File: config.mk
export PLATFORM = sky130hd
export DESIGN_NAME = ccd_sqrt_cell
export DESIGN_NICKNAME = d
export VERILOG_FILES = /design/src/sv/ccd_pkg.sv /design/src/sv/ccd_sqrt_cell.sv
export SDC_FILE = /design/constraint.sdc
export NUM_CORES = 1
export LEC_CHECK = 0
export BUFFER_PORTS_ARGS = -buffer_cell sky130_fd_sc_hd__buf_2
export CAP_MARGIN = 10
export CORE_AREA = 8 8 662 664
export CTS_BUF_LIST = sky130_fd_sc_hd__clkbuf_8
export CTS_CLUSTER_SIZE = 24
export DETAILED_ROUTE_END_ITERATION = 7
export DIE_AREA = 0 0 670 672
export GPL_TIMING_DRIVEN = 0
export PLACE_DENSITY = 0.3
export SYNTH_ARGS = -nofsm -noshare
export SYNTH_HDL_FRONTEND = slang
export SYNTH_SLANG_ARGS = --single-unit
File: constraint.sdc
create_clock -name clk -period 5.6 [get_ports clk]
set_input_delay 0.56 -clock clk [delete_from_list [all_inputs] [get_ports clk]]
set_output_delay 0.56 -clock clk [all_outputs]
set_load 0.02 [all_outputs]
File: src/sv/ccd_pkg.sv
// ----------------------------------------------------------------------------
// ccd_pkg
// Shared widths, transaction types and helpers for the circle collision
// depth pipeline.
// ----------------------------------------------------------------------------
`default_nettype none

package ccd_pkg;

  localparam int CW   = 32;
  localparam int RW   = CW - 1;
  localparam int PW   = 2 * CW;
  localparam int SW   = 2 * CW + 1;
  localparam int NW   = 3 * CW + 1;
  localparam int RTW  = CW + 1;
  localparam int SQW  = 2 * RTW;
  localparam int REMW = RTW + 2;

  typedef struct packed {
    logic                 func;
    logic signed [CW-1:0] center_x;
    logic signed [CW-1:0] center_y;
    logic [RW-1:0]        radius;
    logic signed [CW-1:0] first_x;
    logic signed [CW-1:0] first_y;
    logic signed [CW-1:0] second_x;
    logic signed [CW-1:0] second_y;
    logic [RW-1:0]        other_radius;
  } in_t;

  typedef struct packed {
    logic                 hit;
    logic signed [CW-1:0] depth;
    logic                 point_valid;
    logic signed [CW-1:0] contact_x;
    logic signed [CW-1:0] contact_y;
  } out_t;

  typedef struct packed {
    logic          func;
    logic          proj_ok;
    logic          sx;
    logic          sy;
    logic [CW-1:0] cx;
    logic [CW-1:0] cy;
    logic [CW-1:0] ax;
    logic [CW-1:0] ay;
    logic [CW-1:0] bx;
    logic [CW-1:0] by;
    logic [CW-1:0] px;
    logic [CW-1:0] py;
    logic [RW-1:0] r;
    logic [RW-1:0] r2;
    logic [SW-1:0] sqa;
    logic [SW-1:0] sqb;
  } side_t;

  typedef struct packed {
    logic [SW-1:0] rem;
    logic [CW-1:0] nlo;
    logic [CW-1:0] q;
  } div_lane_t;

  typedef struct packed {
    logic                vld;
    side_t               side;
    logic [SW-1:0]       len2;
    div_lane_t [1:0]     lane;
  } div_stage_t;

  typedef struct packed {
    logic [REMW-1:0] rem;
    logic [SQW-1:0]  n;
    logic [RTW-1:0]  root;
  } sqrt_lane_t;

  typedef struct packed {
    logic             vld;
    side_t            side;
    sqrt_lane_t [2:0] lane;
  } sqrt_stage_t;

  function automatic logic [CW:0] sdiff(input logic [CW-1:0] a, input logic [CW-1:0] b);
    return {a[CW-1], a} - {b[CW-1], b};
  endfunction

  function automatic logic [CW-1:0] mag(input logic [CW:0] d);
    logic [CW:0] u;
    u = d;
    if (d[CW]) begin
      u = ~d + 1'b1;
    end
    return u[CW-1:0];
  endfunction

endpackage

`default_nettype wire

File: src/sv/ccd_sqrt_cell.sv
// ----------------------------------------------------------------------------
// ccd_sqrt_cell
// One digit step of the integer square root for the three distance lanes.
// ----------------------------------------------------------------------------
`default_nettype none

module ccd_sqrt_cell (
  input  logic                clk,
  input  logic                rst_n,
  input  ccd_pkg::sqrt_stage_t s_in,
  output ccd_pkg::sqrt_stage_t s_out
);
  import ccd_pkg::*;

  sqrt_stage_t     st_nxt;
  sqrt_stage_t     st_r;
  logic [REMW+1:0] sh    [3];
  logic [REMW+1:0] trial [3];
  logic            ge    [3];

  always_comb begin
    st_nxt = s_in;
    for (int i = 0; i < 3; i++) begin
      sh[i]    = {s_in.lane[i].rem, s_in.lane[i].n[SQW-1:SQW-2]};
      trial[i] = (REMW+2)'({s_in.lane[i].root, 2'b01});
      ge[i]    = sh[i] >= trial[i];
      st_nxt.lane[i].rem  = ge[i] ? REMW'(sh[i] - trial[i]) : REMW'(sh[i]);
      st_nxt.lane[i].root = {s_in.lane[i].root[RTW-2:0], ge[i]};
      st_nxt.lane[i].n    = {s_in.lane[i].n[SQW-3:0], 2'b00};
    end
  end

  always_ff @(posedge clk) begin
    st_r <= st_nxt;
    if (!rst_n) begin
      st_r.vld <= 1'b0;
    end
  end

  assign s_out = st_r;

endmodule

`default_nettype wire

# Word-level counts from Yosys, hierarchy flattened
# Cells that the tools add are included.
dict set report totals {
  out_inout_bits 855
  reg_bits 849
  input_bits 857
}
dict set report op_classes {
  muxes 3
  n_addsub 3
  order_cmp 3
}
# operator n
set op_table {}
lappend op_table {{$ge A37 B35 Y1} 3}
lappend op_table {{$mux W35} 3}
lappend op_table {{$sub A35 B35 Y35} 3}

# Longest topological paths before layout
dict set report depth {
  word_depth 2
  depth_mapped 14
  ltp_nobuf 12
}

# Worst setup path after synthesis
# No wires, ideal clock.
dict set report synth_timing {
  kind {input to register}
  from {in s_in[3] in the netlist's numbering}
  to {reg st_r, in the netlist s_out[126]}
  path_stages 11
  path_slack_ps 2554
  n_path_buf 0
  t_arrival_ps 2925
  setup_ps 121
  cell_sequence {inv_1 ha_1 a21o_1 a2111oi_4 a2bb2oi_2 a41o_1 a221o_1 a21boi_2 o21ai_1 xor2_1 mux2_2}
}
# item line
set synth_lines {}
lappend synth_lines {{start: declaration} ccd_sqrt_cell.sv:10} ;# input ccd_pkg::sqrt_stage_t s_in,
lappend synth_lines {{end signal: assignment} ccd_sqrt_cell.sv:34} ;# st_r <= st_nxt;
lappend synth_lines {{end: declaration} ccd_sqrt_cell.sv:16} ;# sqrt_stage_t st_r;

==> flow_summary_export.csv <==
group,metric,value,unit
route,via_per_inst,2.599,
timing,tns,0,ns
setup_path,crit_path_cell_trace,"dlygate4sd3_1 > buf_2 > inv_1 > ha_1 > a21o_1 > a2111oi_4 > a2bb2oi_2 > a31oi_2 > o31a_1 > o31ai_4 > buf_2 > buf_2 > a21oi_1",
cells_and_area,fin_util,12.35,%
cells_and_area,drive_above_1_share,42.30,%
timing,rsz0062_at_grt,"no",
global_route,grt_max_degree,16,
hold_path,worstHoldStart,"s_in[250]",
power_and_ir_drop,finalPower,18.54,mW
setup_path,crit_family,"compound AO/OA/AOI/OAI gates",
route,drc_errors,0,
die,start_util,5.648,%
synth,post_synth_inst_count,1976,
route,drtPass1Iterations,5,
timing,timing.final.ws_setup,1.042,ns
die,io_pins,1712,
power_and_ir_drop,comb_power_share,20.3,%
synth,yosysTopAreaCell,"dfxtp_1",
job,cap_violations,0,
die,die_y,672,um
route,routed_wl,323900,um
die,core,0.4285,mm^2
timing,worst_slew_pin_slew,1.043,ns
global_route,antenna_found_initial,245,
setup_path,startpoint,"s_in[8]",
synth,ys_async_sr_fraction,0,%
synth,ys_ff_latch,849,
synth,synth_area,0.02420,mm^2
global_route,grt_pass1_wl,389900,um
route,drt_iter0_markers,1333,
cells_and_area,syn_to_final_growth,118.6,%
clock_network,clock_path_buffers,4,
setup_path,cpPeakStageDelay,0.63,ns
power_and_ir_drop,irDropWorstVdd,0.0002277,V
setup_path,worst_path_max_delay_cell,"a21oi_1",
timing,min_period,4.558,ns
placement,pre_cts_slack,0.1057,ns
power_and_ir_drop,seqPwrFrac,36.0,%
timing,hold_viol,0,
power_and_ir_drop,cellPowerDensity,350.4,mW/mm^2
synth,synth_top_area_share,70.23,%
setup_path,start_kind,"primary input",
hold_path,hold_path.class,"in -> reg",
setup_path,crit_path_max_fanout,10,
power_and_ir_drop,power.leakage,23.48,nW
synth,synth_cell_types,75,
placement,hpwl,290200,um
power_and_ir_drop,intPower,12.31,mW
timing,maxSlewHeadroom,28.67,%
synth,ys_seq_area_share,70.23,%
route,wire_per_inst,30.36,um
global_route,grt_usage,13.74,%
setup_path,worstPathArrival,5.36,ns
clock_network,cts_tree,"done",
timing,setup_viol_count_final,0,
clock_network,cts-htree-levels,4,
cells_and_area,fin_area,0.05291,mm^2
die,die-area,0.4502,mm^2
setup_path,worst_setup_path_end_kind,"flop",
die,core.rowCount,241,
synth,yosys-top-cells-area,"dfxtp_1 (70%), ha_1 (5.4%), a21oi_1 (3.4%)",
clock_network,cts_num_sinks,849,
setup_path,crit_top_cell,"buf_2",
setup_path,required,6.40,ns
synth,yosysWarningCount,0,
clock_network,clk_pin_slew,0.06,ns
power_and_ir_drop,swShare,33.58,%
setup_path,path_buf_inv,5,
timing,slew_violations,0,
placement,gp_congestion,0.9842,
global_route,grt_pass1_vias,29790,
route,antenna_left,0,
power_and_ir_drop,clkPwrFrac,43.7,%
cells_and_area,largest_reg_flops,849,
run_status,status,"completed",
synth,ys.flop_type,"dfxtp_1",
synth,synth.avg_cell_area,12.25,um^2
clock_network,cts.root.buffer_cell,"clkbuf_8",
setup_path,path_class,"in -> reg",
power_and_ir_drop,p_sw,6.226,mW
synth,synth-edff-count,0,
cells_and_area,fillers,49230,
route,num_vias,27720,
cells_and_area,fin_nets,5706,
placement,place_area,0.03992,mm^2
clock_network,cts_buffers,193,
die,chipWidth,670,um
global_route,grt_overflow,0,
placement,io_buffer_count,1705,
timing,period_share,81.40,%
timing,fmax,0.2194,GHz
per-stage QoR:
step	std cells	hold WS [ns]
6_report	10670	0.1510
3_3_place_gp	9396	0.6626
2_1_floorplan	1981	0.5877
3_5_place_dp	9397	0.6636
5_1_grt	10640	0.04475
4_1_cts	10610	0.002191
synthesized netlist by cell type, types with 4 or more instances:
| cell type | instances |
|---|---|
| o21ai_0 | 55 |
| a211oi_1 | 9 |
| o211ai_1 | 7 |
| inv_1 | 138 |
| nor2_1 | 118 |
| ha_1 | 105 |
| nand2b_1 | 9 |
| a31o_2 | 5 |
| and3_1 | 12 |
| nand2_1 | 74 |
| o31a_1 | 7 |
| mux2_1 | 11 |
| a31oi_1 | 13 |
| buf_4 | 7 |
| nand4_1 | 12 |
| and4_1 | 4 |
| nor2b_1 | 10 |
| o21bai_1 | 19 |
| clkbuf_1 | 27 |
| a221o_1 | 4 |
| nor3_1 | 20 |
| dfxtp_1 | 849 |
| buf_2 | 14 |
| nand3_1 | 29 |
| xor2_1 | 37 |
| and2_1 | 7 |
| a21oi_1 | 163 |
| o221ai_1 | 5 |
| o31ai_1 | 4 |
| a21o_1 | 45 |
| mux2_2 | 14 |
| mux2i_1 | 6 |
| or3_1 | 6 |
| xnor2_1 | 55 |
| o21a_1 | 12 |
| or2_2 | 5 |
layout by cell type, fill, tap and decap left out, drive strengths merged, types with 57 or more instances in the layout:
cell / Yosys / routed
a21oi: 163 / 163
buf: 23 / 1729
clkbuf: 28 / 259
dfxtp: 849 / 849
dlygate4sd3: 0 / 862
ha: 105 / 105
inv: 139 / 189
nand2: 74 / 74
nor2: 119 / 119
o21ai: 57 / 57
repair_timing:
item                      4_1_cts  5_1_grt
setup buffers                   0        0
resized for setup               0        0
hold endpoints to repair      845        0
hold buffers                  862        0
path summary, 6_finish.rpt:
check / end / slack [ns] / depth (start not counted)
worst max-delay path: s_out[109] / 1.04 / 13
worst min-delay path: s_out[252] / 0.15 / 2
cells by family (layout without fill, tap and decap cells):
group | after synthesis | count (layout) | share of synthesized area (%)
other cells | 1 | 61 | 0.01550
xor+xnor | 92 | 92 | 3.330
buf+inv | 190 | 3110 | 3.164
mux | 31 | 31 | 1.412
compound gates | 393 | 393 | 10.42
flops | 849 | 849 | 70.23
simple gates | 315 | 315 | 5.998
fa+ha+maj | 105 | 105 | 5.429
cell type report:
class	instances	area (um^2)	share of cell area [%]
Clock inverter	121	1041	1.968
Sequential cell	849	17000	32.12
Clock buffer	231	3179	6.009
Antenna cell	55	137.6	0.2601
Buffer	51	244.0	0.4611
Inverter	139	521.8	0.9861
Timing Repair Buffer	2568	17170	32.46
Multi-Input combinational cell	942	6471	12.23
Tap cell	5710	7144	13.50
layer usage:
metal | wire length [um] | share of wire (%) | track usage, % | up-vias
met1 | 113900 | 35 | 13.92 | 13110
li1 | - | - | - | 12300
met4 | 14920 | 4.6 | 4.673 | 22
met3 | 32490 | 10 | 6.112 | 626
met5 | 145 | 0.045 | 0 | -
met2 | 162400 | 50 | 25.03 | 1661
power groups by stage:
stage	clock network, mW	registers (mW)	logic [mW]
floorplan	0	7.34	0.707
global placement	0	6.80	3.25
detailed placement	0	6.80	3.23
CTS	8.66	6.68	3.92
global route	8.87	6.71	4.02
finish	8.10	6.68	3.76
Power figures use the tool's default switching activity.
