## src/sv/ccd_pkg.sv

```systemverilog
// ----------------------------------------------------------------------------
// ccd_pkg
// Shared widths, transaction types and helpers for the circle collision
// depth pipeline.
// ----------------------------------------------------------------------------
`default_nettype none

package ccd_pkg;

  localparam int CW   = 32;
  localparam int RW   = CW - 1;
  localparam int PW   = 2 * CW;
  localparam int SW   = 2 * CW + 1;
  localparam int NW   = 3 * CW + 1;
  localparam int RTW  = CW + 1;
  localparam int SQW  = 2 * RTW;
  localparam int REMW = RTW + 2;

  typedef struct packed {
    logic                 func;
    logic signed [CW-1:0] center_x;
    logic signed [CW-1:0] center_y;
    logic [RW-1:0]        radius;
    logic signed [CW-1:0] first_x;
    logic signed [CW-1:0] first_y;
    logic signed [CW-1:0] second_x;
    logic signed [CW-1:0] second_y;
    logic [RW-1:0]        other_radius;
  } in_t;

  typedef struct packed {
    logic                 hit;
    logic signed [CW-1:0] depth;
    logic                 point_valid;
    logic signed [CW-1:0] contact_x;
    logic signed [CW-1:0] contact_y;
  } out_t;

  typedef struct packed {
    logic          func;
    logic          proj_ok;
    logic          sx;
    logic          sy;
    logic [CW-1:0] cx;
    logic [CW-1:0] cy;
    logic [CW-1:0] ax;
    logic [CW-1:0] ay;
    logic [CW-1:0] bx;
    logic [CW-1:0] by;
    logic [CW-1:0] px;
    logic [CW-1:0] py;
    logic [RW-1:0] r;
    logic [RW-1:0] r2;
    logic [SW-1:0] sqa;
    logic [SW-1:0] sqb;
  } side_t;

  typedef struct packed {
    logic [SW-1:0] rem;
    logic [CW-1:0] nlo;
    logic [CW-1:0] q;
  } div_lane_t;

  typedef struct packed {
    logic                vld;
    side_t               side;
    logic [SW-1:0]       len2;
    div_lane_t [1:0]     lane;
  } div_stage_t;

  typedef struct packed {
    logic [REMW-1:0] rem;
    logic [SQW-1:0]  n;
    logic [RTW-1:0]  root;
  } sqrt_lane_t;

  typedef struct packed {
    logic             vld;
    side_t            side;
    sqrt_lane_t [2:0] lane;
  } sqrt_stage_t;

  function automatic logic [CW:0] sdiff(input logic [CW-1:0] a, input logic [CW-1:0] b);
    return {a[CW-1], a} - {b[CW-1], b};
  endfunction

  function automatic logic [CW-1:0] mag(input logic [CW:0] d);
    logic [CW:0] u;
    u = d;
    if (d[CW]) begin
      u = ~d + 1'b1;
    end
    return u[CW-1:0];
  endfunction

endpackage

`default_nettype wire

```

## src/sv/ccd_div_cell.sv

```systemverilog
// ----------------------------------------------------------------------------
// ccd_div_cell
// One restoring division step for the two projection quotients.
// ----------------------------------------------------------------------------
`default_nettype none

module ccd_div_cell (
  input  logic               clk,
  input  logic               rst_n,
  input  ccd_pkg::div_stage_t d_in,
  output ccd_pkg::div_stage_t d_out
);
  import ccd_pkg::*;

  div_stage_t    st_nxt;
  div_stage_t    st_r;
  logic [SW:0]   sh [2];
  logic          ge [2];

  always_comb begin
    st_nxt = d_in;
    for (int i = 0; i < 2; i++) begin
      sh[i] = {d_in.lane[i].rem, d_in.lane[i].nlo[CW-1]};
      ge[i] = sh[i] >= {1'b0, d_in.len2};
      st_nxt.lane[i].rem = ge[i] ? SW'(sh[i] - {1'b0, d_in.len2}) : sh[i][SW-1:0];
      st_nxt.lane[i].nlo = {d_in.lane[i].nlo[CW-2:0], 1'b0};
      st_nxt.lane[i].q   = {d_in.lane[i].q[CW-2:0], ge[i]};
    end
  end

  always_ff @(posedge clk) begin
    st_r <= st_nxt;
    if (!rst_n) begin
      st_r.vld <= 1'b0;
    end
  end

  assign d_out = st_r;

endmodule

`default_nettype wire

```

## config.mk

```make
export PLATFORM = sky130hd
export DESIGN_NAME = ccd_div_cell
export DESIGN_NICKNAME = d
export VERILOG_FILES = /design/src/sv/ccd_pkg.sv /design/src/sv/ccd_div_cell.sv
export SDC_FILE = /design/constraint.sdc
export NUM_CORES = 1
export LEC_CHECK = 0
export BUFFER_PORTS_ARGS = -buffer_cell sky130_fd_sc_hd__buf_2
export CAP_MARGIN = 40
export CORE_AREA = 4 4 600 602
export DETAILED_ROUTE_END_ITERATION = 8
export DIE_AREA = 0 0 604 606
export GPL_TIMING_DRIVEN = 0
export MAX_ROUTING_LAYER = met4
export PLACE_DENSITY = 0.3
export SKIP_LAST_GASP = 1
export SYNTH_ARGS = -nofsm -noshare
export SYNTH_HDL_FRONTEND = slang
export SYNTH_SLANG_ARGS = --single-unit
```

## constraint.sdc

```tcl
create_clock -name clk -period 4.6 [get_ports clk]
set_input_delay 0.46 -clock clk [delete_from_list [all_inputs] [get_ports clk]]
set_output_delay 0.46 -clock clk [all_outputs]
set_load 0.05 [all_outputs]
```

## Word-level counts from Yosys, hierarchy flattened

Index checks and enable logic that the tools add are counted.

- Register bits after elaboration: 774
- Input bits: 778
- Output and inout bits: 776
- Word-level logic and storage cells: 30

- $add $sub $neg: 2
- Magnitude comparators: 2
- Muxes and demuxes: 2

Operators with widths:

| operator | count |
|---|---|
| >= comparator 66 x 65 -> 1 bit | 2 |
| 2-to-1 mux 65 bit | 2 |
| subtractor 65 bit | 2 |

## Longest topological paths before layout

- Depth in word-level cells: 2
- Mapped depth: 16
- Gate-level depth less buffers: 14

## Worst setup path before layout

Ideal clock, no wire load.

- Kind: input to register
- Start point: in d_in[192] in the netlist's numbering
- End point: reg st_r, in the netlist d_out[235]
- Library setup time: 0.121 ns
- Data arrival time: 3.242 ns
- Data required time: 4.479 ns
- Path slack: 1.237 ns
- Cell stages on the path: 16
- Path buffers: 2
- Cells stage by stage: inv_1 > ha_1 > inv_1 > fa_1 > a21o_1 > a21oi_1 > o21a_1 > o21ai_1 > o2111ai_1 > a211oi_2 > o21ai_1 > and2_1 > buf_2 > inv_2 > buf_4 > mux2_2

RTL lines:

| element | line | text |
|---|---|---|
| start: declaration | ccd_div_cell.sv:10 | `input ccd_pkg::div_stage_t d_in,` |
| end signal: assignment | ccd_div_cell.sv:32 | `st_r <= st_nxt;` |
| end: declaration | ccd_div_cell.sv:16 | `div_stage_t st_r;` |

==> reports/results.tsv <==
stage	metric	value	unit
critical_path	path_cells	dlygate4sd3_1, buf_2, ha_1, clkbuf_1, nand4_1, nor3_1, o2111ai_1, a211oi_2, o21ai_4, and2_1, buf_2, buf_2, o41ai_2	
clock_tree	cts_tree	built	
power	net-switching-power	8.59	mW
critical_path	critical_path.max_fanout	10	
detailed_routing	dr.first_iter.drc_count	1771	
logic_synthesis	synth_top_flop_cell	dfxtp_1	
clock_tree	worst_setup_hold_path_clk_slew	60	ps
min_path	min_from	d_in[122]	
clock_tree	cts_root_buffer	clkbuf_16	
detailed_routing	drt_drc_violations_left	0	
timing	finalSetupViolCount	0	
global_route	antenna_found_initial	294	
global_route	globalRoute.totalOverflow	0	
global_route	wire_length_of_the_first_global_routing_pass	377000	um
logic_synthesis	postSynthAreaPerCell	11.2	um2
critical_path	slowest_stage_delay_cp	690	ps
cells_and_area	finalCoreUtilization	14.5	%
power	clock_share_of_power	40.4	%
timing	finalCriticalPeriod	4490	ps
critical_path	cp-end-kind	flop	
timing	timing.fmax	223	MHz
critical_path	critical_path_buf_inv_count	5	
critical_path	cpLargestDelayFamily	compound AO/OA/AOI/OAI gates	
logic_synthesis	yosysUniqueCellTypes	84	
timing	timing.final.ws_setup	113	ps
timing	grt_setup_unrepaired	true	
power	static_leakage	22.6	nW
critical_path	worst_path_required	5270	ps
timing	setup_tns	0	ps
clock_tree	htreeDepth	3	
power	power_frac_comb	27.5	%
cells_and_area	count_of_nets_after_finishing	5664	
floorplan	design.die.area	366000	um2
detailed_routing	drt_pre_antenna_iters	6	
logic_synthesis	syn-cell-area	25800	um2
power	intPower	14.6	mW
outcome	run_status	complete, no violations	
floorplan	top_level_ports	1554	
place	port-buffer-count	1549	
global_route	grt_max_degree	17	
floorplan	initial_core_util	7.26	%
detailed_routing	drtAntennaViolNets	0	
clock_tree	clock_path_buffers	4	
detailed_routing	post_drt_via_cell_ratio	3.02	
logic_synthesis	postSynth.asyncResetShare	0	%
cells_and_area	final_cell_area_excluding_filler_cells	51500	um2
cells_and_area	largest_register_ffs	774	
logic_synthesis	seq_area_frac_synth	60.2	%
place	placed_cell_area	39700	um2
place	number_of_placed_instances_taps_included	8620	
critical_path	critPathLaunchType	input pin	
power	power_density_relative_to_cell_area	449	nW/um2
min_path	hold_depth	3	
detailed_routing	via_count	29300	
critical_path	critPathKind	in -> reg	
critical_path	arrival	5160	ps
clock_tree	cts_buffers	114	
critical_path	cpMostUsedCell	buf_2	
timing	maxSlewViolCount	0	
place	gp_congestion	0.950	
detailed_routing	routed_wl	314000	um
floorplan	die_height	606	um
power	seq_power_share	32.1	%
power	report.power.total	23.2	mW
global_route	groute.usage.overall	16.8	%
place	dp.final_hpwl	280000	um
timing	report.final.hold_viol_count	0	
logic_synthesis	synthesis.instances	2292	
cells_and_area	mostFrequentLayoutCell	buf_2	
timing	maxSlewHeadroom	28.9	%
min_path	hold_end	d_out[123]	
global_route	number_of_global_route_vias_before_repair	29900	
logic_synthesis	synthesis_stage_register_bit_count	774	
cells_and_area	final_layout_size_suffix_gt1_share	39.4	%
power	ir_drop	311	uV
critical_path	timing.critical_path.slowest_stage_cell	o41ai_2	
floorplan	placement_rows	219	
timing	fin_crit_sh	97.5	%
logic_synthesis	number_of_enable_type_register_cells_in_the_synthesized_netlist	0	
power	netSwitchingFraction	37.1	%
floorplan	die_w	604	um
min_path	hold_crit_path_type	in -> reg	
cells_and_area	relative_area_change_from_synthesis_to_final_layout	100	%
cells_and_area	finalNonFillerCells	9699	
detailed_routing	avgRoutedWirePerCell	32.3	um
floorplan	design.core.area	355000	um2
place	preCtsSetupSlack	-1290	ps
timing	worst_slew_pin_slew	1060	ps
cells_and_area	layout.cells.most_common_list	1564 x buf_2, 774 x dfxtp_1, 768 x dlygate4sd3_1	
run	max-cap-violations	0	
logic_synthesis	yosysWarnings	0	
timing	hold_ws	61.9	ps
clock_tree	numClockSinks	774	
## worst min-delay path, delay by kind of cell
family                 cells  cell delay [ps]
buffers and inverters      2              190
muxes                      1              130
## kinds of logic (layout without fill, tap and decap cells)
logic type	Yosys count	after routing	share of synthesized area, %
multiplexers	95	95	4.68
AO/OA/AOI/OAI	512	512	13.0
other	1	108	0.0146
XOR/XNOR	101	101	3.43
buffers and inverters	196	2745	3.17
adder cells (fa/ha/maj)	132	132	6.47
flip-flops	774	774	60.2
AND/OR/NAND/NOR	481	481	9.06
## metal layers
| layer | vias to the layer above | global-route usage (%) | routed length [um] |
|---|---|---|---|
| li1 | 13100 | - | - |
| met3 | 508 | 4.71 | 25400 |
| met4 | 0 | 6.03 | 14800 |
| met2 | 1599 | 29.8 | 159000 |
| met1 | 14000 | 17.8 | 115000 |
| met5 | - | - | 0 |
## timing repair
item	CTS	global route
gates cloned	0	0
gates resized for setup	5	12
setup buffers	1	0
endpoints found under the hold margin	764	3
pin swaps	1	0
hold buffers	765	3
endpoints found under the setup margin	59	39
## cell type report
type	count	area, um2
inverter	111	422
clock inverter	58	739
sequential	774	15500
fill	40400	303000
antenna	106	265
tap	4751	5940
buffer	85	402
multi-input combinational	1323	9530
clock buffer	146	3100
timing repair buffer	2345	15700
## power groups by stage
stage	Clock, mW	Combinational [mW]	Sequential [mW]
6_report	9.36	6.36	7.44
5_1_grt	9.98	6.68	7.48
4_1_cts	9.81	6.52	7.44
3_5_place_dp	0	5.73	7.57
3_3_place_gp	0	5.74	7.58
2_1_floorplan	0	1.30	9.50
## cell usage after synthesis, types with 4 or more instances
master | instances | area [um2]
nor2_1 | 113 | 424
buf_4 | 8 | 60.1
o41ai_1 | 6 | 52.6
and2_1 | 11 | 68.8
ha_1 | 130 | 1630
and4_1 | 4 | 35.0
a21oi_1 | 155 | 776
a21boi_0 | 12 | 90.1
buf_2 | 9 | 45.0
mux2i_1 | 6 | 60.1
mux2_4 | 38 | 571
or4_1 | 7 | 52.6
xor2_1 | 30 | 263
nand2b_1 | 4 | 25.0
clkbuf_1 | 62 | 233
a221oi_1 | 5 | 43.8
o211ai_1 | 11 | 82.6
mux2_2 | 50 | 563
xnor2_1 | 71 | 622
nor2b_1 | 10 | 62.6
a21o_1 | 53 | 398
o21bai_1 | 31 | 233
a31oi_1 | 11 | 68.8
buf_6 | 5 | 56.3
and3_1 | 18 | 113
inv_1 | 109 | 409
nor3b_1 | 5 | 37.5
o221ai_1 | 7 | 61.3
a211oi_1 | 17 | 128
a211o_1 | 7 | 61.3
nand2_1 | 127 | 477
o31ai_1 | 23 | 173
o21ai_1 | 5 | 25.0
dfxtp_1 | 774 | 15500
nand3_1 | 72 | 360
nor4_1 | 5 | 31.3
nand4_1 | 44 | 275
o21a_1 | 31 | 233
nor3_1 | 36 | 180
or3_1 | 9 | 56.3
o21ai_0 | 95 | 475
## worst max path at each step
stage                   start         end  cells after the start
floorplan           d_in[192]  d_out[235]                     16
detailed placement  d_in[280]  d_out[247]                     15
global placement    d_in[192]  d_out[224]                     16
CTS                 d_in[260]   d_out[95]                     14
finish              d_in[231]  d_out[256]                     13
global route        d_in[317]  d_out[255]                     18
Note: power is estimated with default switching activity, not from simulation.
